==> src/rtl/core/cdr_pkg.sv <==
package cdr_pkg;

  localparam int MaxContacts = 8;
  localparam int CntW = $clog2(MaxContacts + 1);
  localparam int IdxW = (MaxContacts > 1) ? $clog2(MaxContacts) : 1;
  localparam int AccW = 72;

  localparam logic [1:0] ReqContact = 2'd0;
  localparam logic [1:0] ReqLinear  = 2'd1;
  localparam logic [1:0] ReqAngular = 2'd2;
  localparam logic [1:0] ReqEval    = 2'd3;

  localparam logic [2:0] RegMass = 3'd0;
  localparam logic [2:0] RegIxx  = 3'd1;
  localparam logic [2:0] RegIyy  = 3'd2;
  localparam logic [2:0] RegIzz  = 3'd3;
  localparam logic [2:0] RegIxy  = 3'd4;
  localparam logic [2:0] RegIxz  = 3'd5;
  localparam logic [2:0] RegIyz  = 3'd6;
  localparam logic [2:0] RegGrav = 3'd7;

  // accumulator targets
  typedef enum logic [3:0] {
    ACC_NONE, ACC_T0, ACC_T1, ACC_T2, ACC_R0, ACC_R1, ACC_R2,
    ACC_R3, ACC_R4, ACC_R5, ACC_SUBR0, ACC_SUBR1, ACC_SUBR2
  } acc_sel_t;

  // multiplier operand sources
  typedef enum logic [4:0] {
    OP_ZERO, OP_IXX, OP_IYY, OP_IZZ, OP_NIXY, OP_NIXZ, OP_NIYZ, OP_MASS, OP_GRAV,
    OP_C0, OP_C1, OP_C2, OP_A0, OP_A1, OP_A2, OP_W0, OP_W1, OP_W2,
    OP_D0, OP_D1, OP_D2, OP_T0, OP_T1, OP_T2, OP_P0, OP_P1, OP_P2,
    OP_F0, OP_F1, OP_F2
  } op_sel_t;

  typedef struct packed {
    logic     clear;      // zero all accumulators
    logic     sat_t;      // saturate iw temps
    logic     mul_en;
    op_sel_t  op_a;
    op_sel_t  op_b;
    logic     neg;        // subtract product
    logic     rdiff;      // operand b is c - p of the current contact
    acc_sel_t dst;
    logic     add_f;      // subtract current force from linear sums
    logic     rd_en;
    logic [IdxW-1:0] rd_idx;
  } dp_cmd_t;

endpackage

==> src/rtl/core/cdr_ctrl.sv <==
module cdr_ctrl
  import cdr_pkg::*;
(
  input  logic        clk,
  input  logic        rst,
  input  logic        start,
  input  logic [CntW-1:0] count,
  output dp_cmd_t     cmd,
  output logic        done
);
  typedef enum logic [4:0] {
    S_IDLE = 5'b00001, S_INER = 5'b00010, S_GYRO = 5'b00100,
    S_CONT = 5'b01000, S_FIN = 5'b10000
  } state_t;

  typedef struct packed {
    op_sel_t a;
    op_sel_t b;
    logic    neg;
    acc_sel_t d;
  } step_t;

  state_t state, state_next;
  logic [4:0] step, step_next;
  logic [CntW-1:0] k, k_next;
  step_t s;

  // inertia phase: iw into temps, i*wd, m*a and m*g into results
  function automatic step_t iner(input logic [4:0] n);
    case (n)
      5'd0:  return '{OP_IXX, OP_W0, 1'b0, ACC_T0};
      5'd1:  return '{OP_NIXY, OP_W1, 1'b0, ACC_T0};
      5'd2:  return '{OP_NIXZ, OP_W2, 1'b0, ACC_T0};
      5'd3:  return '{OP_NIXY, OP_W0, 1'b0, ACC_T1};
      5'd4:  return '{OP_IYY, OP_W1, 1'b0, ACC_T1};
      5'd5:  return '{OP_NIYZ, OP_W2, 1'b0, ACC_T1};
      5'd6:  return '{OP_NIXZ, OP_W0, 1'b0, ACC_T2};
      5'd7:  return '{OP_NIYZ, OP_W1, 1'b0, ACC_T2};
      5'd8:  return '{OP_IZZ, OP_W2, 1'b0, ACC_T2};
      5'd9:  return '{OP_IXX, OP_D0, 1'b0, ACC_R0};
      5'd10: return '{OP_NIXY, OP_D1, 1'b0, ACC_R0};
      5'd11: return '{OP_NIXZ, OP_D2, 1'b0, ACC_R0};
      5'd12: return '{OP_NIXY, OP_D0, 1'b0, ACC_R1};
      5'd13: return '{OP_IYY, OP_D1, 1'b0, ACC_R1};
      5'd14: return '{OP_NIYZ, OP_D2, 1'b0, ACC_R1};
      5'd15: return '{OP_NIXZ, OP_D0, 1'b0, ACC_R2};
      5'd16: return '{OP_NIYZ, OP_D1, 1'b0, ACC_R2};
      5'd17: return '{OP_IZZ, OP_D2, 1'b0, ACC_R2};
      5'd18: return '{OP_MASS, OP_A0, 1'b0, ACC_R3};
      5'd19: return '{OP_MASS, OP_A1, 1'b0, ACC_R4};
      5'd20: return '{OP_MASS, OP_A2, 1'b0, ACC_R5};
      5'd21: return '{OP_MASS, OP_GRAV, 1'b0, ACC_R5};
      default: return '{OP_ZERO, OP_ZERO, 1'b0, ACC_NONE};
    endcase
  endfunction

  function automatic step_t gyro(input logic [4:0] n);
    case (n)
      5'd0: return '{OP_W1, OP_T2, 1'b0, ACC_R0};
      5'd1: return '{OP_W2, OP_T1, 1'b1, ACC_R0};
      5'd2: return '{OP_W2, OP_T0, 1'b0, ACC_R1};
      5'd3: return '{OP_W0, OP_T2, 1'b1, ACC_R1};
      5'd4: return '{OP_W0, OP_T1, 1'b0, ACC_R2};
      5'd5: return '{OP_W1, OP_T0, 1'b1, ACC_R2};
      default: return '{OP_ZERO, OP_ZERO, 1'b0, ACC_NONE};
    endcase
  endfunction

  // tau = f x r, subtracted
  function automatic step_t cont(input logic [4:0] n);
    case (n)
      5'd1: return '{OP_F1, OP_C2, 1'b1, ACC_SUBR0};
      5'd2: return '{OP_F2, OP_C1, 1'b0, ACC_SUBR0};
      5'd3: return '{OP_F2, OP_C0, 1'b1, ACC_SUBR1};
      5'd4: return '{OP_F0, OP_C2, 1'b0, ACC_SUBR1};
      5'd5: return '{OP_F0, OP_C1, 1'b1, ACC_SUBR2};
      5'd6: return '{OP_F1, OP_C0, 1'b0, ACC_SUBR2};
      default: return '{OP_ZERO, OP_ZERO, 1'b0, ACC_NONE};
    endcase
  endfunction

  always_comb begin
    state_next = state;
    step_next = step;
    k_next = k;
    done = 1'b0;
    cmd = '0;
    cmd.op_a = OP_ZERO;
    cmd.op_b = OP_ZERO;
    cmd.dst = ACC_NONE;
    cmd.rd_idx = k[IdxW-1:0];
    s = '{OP_ZERO, OP_ZERO, 1'b0, ACC_NONE};
    case (state)
      S_IDLE: begin
        if (start) begin
          cmd.clear = 1'b1;
          state_next = S_INER;
          step_next = '0;
        end
      end
      S_INER: begin
        s = iner(step);
        cmd.mul_en = (step <= 5'd21);
        step_next = step + 5'd1;
        // wait for the last iw term to land
        if (step == 5'd23) begin
          cmd.sat_t = 1'b1;
        end
        if (step == 5'd24) begin
          state_next = S_GYRO;
          step_next = '0;
        end
      end
      S_GYRO: begin
        s = gyro(step);
        cmd.mul_en = (step <= 5'd5);
        step_next = step + 5'd1;
        cmd.rd_idx = '0;
        if (step == 5'd5) begin
          step_next = '0;
          k_next = '0;
          state_next = (count == '0) ? S_FIN : S_CONT;
        end
      end
      S_CONT: begin
        // step 0 reads the entry, 1..6 multiply, 7..9 sum forces
        cmd.rd_en = 1'b1;
        s = cont(step);
        cmd.mul_en = (step >= 5'd1 && step <= 5'd6);
        cmd.rdiff = cmd.mul_en;
        if (step >= 5'd7) begin
          cmd.add_f = 1'b1;
          s.a = (step == 5'd7) ? OP_F0 : (step == 5'd8) ? OP_F1 : OP_F2;
        end
        step_next = step + 5'd1;
        if (step == 5'd9) begin
          step_next = '0;
          k_next = k + 1'b1;
          if (k + 1'b1 == count) state_next = S_FIN;
        end
      end
      S_FIN: begin
        // let the multiply pipe drain
        step_next = step + 5'd1;
        if (step == 5'd2) begin
          done = 1'b1;
          state_next = S_IDLE;
        end
      end
      default: state_next = S_IDLE;
    endcase
    if (state != S_IDLE) begin
      cmd.op_a = s.a;
      cmd.op_b = s.b;
      cmd.neg = s.neg;
      cmd.dst = s.d;
    end
    if (state_next == S_FIN && state != S_FIN) step_next = '0;
  end

  always_ff @(posedge clk) begin
    if (rst) begin
      state <= S_IDLE;
      step <= '0;
      k <= '0;
    end else begin
      state <= state_next;
      step <= step_next;
      k <= k_next;
    end
  end
endmodule
==> config.mk <==
export PLATFORM = sky130hd
export DESIGN_NAME = cdr_ctrl
export DESIGN_NICKNAME = d
export VERILOG_FILES = /design/src/rtl/core/cdr_pkg.sv /design/src/rtl/core/cdr_ctrl.sv
export SDC_FILE = /design/constraint.sdc
export NUM_CORES = 1
export LEC_CHECK = 0
export BUFFER_PORTS_ARGS = -buffer_cell sky130_fd_sc_hd__buf_2
export CORE_MARGIN = 3
export CORE_UTILIZATION = 50
export DETAILED_ROUTE_END_ITERATION = 8
export HOLD_SLACK_MARGIN = 0.02
export PLACE_DENSITY = 0.71
export SETUP_SLACK_MARGIN = 0.02
export SLEW_MARGIN = 20
export SYNTH_ARGS = -nofsm -noshare
export SYNTH_HDL_FRONTEND = slang
export SYNTH_SLANG_ARGS = --single-unit
==> constraint.sdc <==
create_clock -name clk -period 6.6 [get_ports clk]
set_input_delay 0.33 -clock clk [delete_from_list [all_inputs] [get_ports clk]]
set_output_delay 0.33 -clock clk [all_outputs]
set_load 0.02 [all_outputs]
==> results.tsv <==
metric	value	unit
rr_startpoint	step[0]	
cts_hold_buf	0	
worstHoldStart	rst	
fmax	276.5	MHz
ys_async_sr_fraction	0	
clkLatencyLatePin	0.28	ns
yosysWarnings	0	
htree_levels	1	
path_class	flip-flop to flip-flop	
synth_area	2395	sq um
synth_area_per_cell	7.775	sq um
track_usage	0.2394	
cap_violations	0	
grt_pass1_vias	2158	
critPathRequiredTime	6.83	ns
wl_per_cell	17.54	um
postCtsSetupBuffers	0	
ys_ff_latch	26	
clock_sinks	26	
grt-ovfl-total	0	
relSlewSlack	0.4657	
whs_path_depth	2	
io_pins	32	
cellPowerDensity	129.2	nW/um^2
min_period	3.617	ns
synth_edf_count	0	
use_met1	0.2948	
tritoncts	yes	
hold_path.class	primary input to flip-flop	
dr.pass1.iters	5	
numCtsBuffers	3	
setup_viol	0	
cp.arrival	3.85	ns
setup_tns	0	ns
placement_rows	24	
drc_errors	0	
layout_commonest_cell	nor2_1	
start_util	0.5352	
clockRootBuffer	clkbuf_8	
synth_cell_type_count	66	
clk_pin_slew	0.10	ns
grt_pass1_wl	10460	um
final_antenna_net_count	0	
dr.first_iter.drc_count	193	
rsz0062_at_grt	no	
use_met2	0.4265	
finalMaxSlewViolations	0	
port_buffers	31	
dp_hpwl	4975	um
r2r_slack	2.98	ns
synth_flop_cell	dfxtp_1	
p_leak	1.182	nW
peakVddDrop	0.08221	mV
layout_common_cells	nor2_1 (34), buf_2 (31), nand2_1 (26), dfxtp_1 (26)	
crit_fanout	11	
synthCells	308	
dieArea	5656	sq um
antenna_found_initial	0	
grt_util_met3	0.02270	
syn_nets	330	
die_w	75.21	um
worst-slew-pin-transition	0.8004	ns
place_congestion	0.9535	
fin_crit_sh	0.5480	
status	finished clean	
drive_gt1_frac	0.1748	
fin_nets	349	
hold_end	state[1]	
vias	2375	
drt_wl_total	6631	um
start_kind	flip-flop	
antenna_cells	0	
fillers	430	
clockBufferDepth	2	
area_growth	7.524	%
grt_busiest_layer	met2	
ctsResizeCount	0	
hold_violations	0	
grt_max_degree	28	
core-area	4474	sq um
ff2ff_path_depth	12	
finalClockSkew	0.004116	ns
fin_total_pwr	0.3328	mW
die_y	75.21	um
yosysSeqAreaShare	0.2173	
cp-end-kind	flip-flop	
avgViaCountPerCell	6.283	
==> area by class of cell <==
type                            instances  area, sq um  area share
Multi-Input combinational cell        250         1698      0.6594
Sequential cell                        26        520.5      0.2021
Timing Repair Buffer                   32        162.7     0.06317
Tap cell                               52        65.06     0.02527
Inverter                               14        57.56     0.02235
Clock buffer                            3        41.29     0.01603
Clock inverter                          1        30.03     0.01166
==> synth_stat cells, types with 3 or more instances <==
cell	count	area [sq um]
nor2_1	34	127.6
dfxtp_1	26	520.5
nand2_1	26	97.59
a21oi_1	18	90.09
o21ai_0	18	90.09
ha_1	15	187.7
a21o_1	11	82.58
inv_1	11	41.29
and2_1	9	56.30
nand3_1	8	40.04
nor3_1	8	40.04
clkbuf_1	7	26.28
buf_6	6	67.56
nand2b_1	6	37.54
xnor2_1	6	52.55
nor2b_1	5	31.28
o211ai_1	5	37.54
o31ai_1	5	37.54
a221o_1	4	40.04
a31oi_1	4	25.02
or3_1	4	25.02
a22o_1	3	26.28
a311oi_1	3	26.28
and3_1	3	18.77
mux2i_1	3	30.03
nor3b_1	3	22.52
nor4_1	3	18.77
o211a_1	3	30.03
xor2_1	3	26.28
==> cells by family (layout without fill, tap and decap cells) <==
kind of cell             after synthesis  count (layout)  synth area share
flip-flops                            26              26            0.2173
multiplexers                           3               3           0.01254
XOR/XNOR                               9               9           0.03292
AND/OR/NAND/NOR                      125             125            0.2806
adder cells (fa/ha/maj)               15              15           0.07837
AO/OA/AOI/OAI                         98              98            0.3046
buffers and inverters                 32              50           0.07367
==> critical path, cell delays in order, from the launching register on <==
cell and delay [ns]:
dfxtp_1 0.49, ha_1 0.43, nand4bb_1 0.20, or3_1 0.43, nor4_2 0.32, a311oi_1 0.10
buf_4 0.22, and2_1 0.23, inv_1 0.17, ha_1 0.30, nand2b_1 0.18, a211oi_2 0.34
a211o_1 0.14
==> per-layer routing <==
| metal | routed length (um) | share of wire |
|---|---|---|
| met1 | 2922 | 0.44 |
| met2 | 3278 | 0.49 |
| met3 | 281 | 0.042 |
| met4 | 149 | 0.022 |
| met5 | 0 | 0 |
==> worst max-delay path by stage <==
stage / startpoint / end / slack [ns] / depth (start not counted)
finish: step[0] / flip-flop / 2.98 / 12
global route: step[0] / flip-flop / 2.81 / 12
CTS: step[0] / flip-flop / 3.04 / 12
detailed placement: step[0] / flip-flop / 3.11 / 12
global placement: step[1] / flip-flop / 3.28 / 12
floorplan: step[1] / flip-flop / 3.52 / 13
==> per-stage QoR <==
| step | instances | hold slack (ns) | instance area, sq um | worst slack, ns | util |
|---|---|---|---|---|---|
| after floorplan | 308 | 0.4900 | 2395 | 3.520 | - |
| after global placement | 374 | 0.5171 | 2504 | 3.283 | 0.5596 |
| after detailed placement | 374 | 0.5342 | 2504 | 3.110 | 0.5596 |
| after CTS | 378 | 0.3505 | 2575 | 3.044 | 0.5755 |
| after global routing | 378 | 0.3684 | 2575 | 2.812 | 0.5755 |
| final | 378 | 0.3589 | 2575 | 2.983 | 0.5755 |
==> power by group <==
| group | total [mW] | internal [mW] | switching (mW) |
|---|---|---|---|
| combinational | 0.0329 | 0.0131 | 0.0198 |
| clock | 0.138 | 0.0813 | 0.0566 |
| sequential | 0.162 | 0.159 | 0.00270 |
No activity file was read; power rests on OpenSTA's default activity.
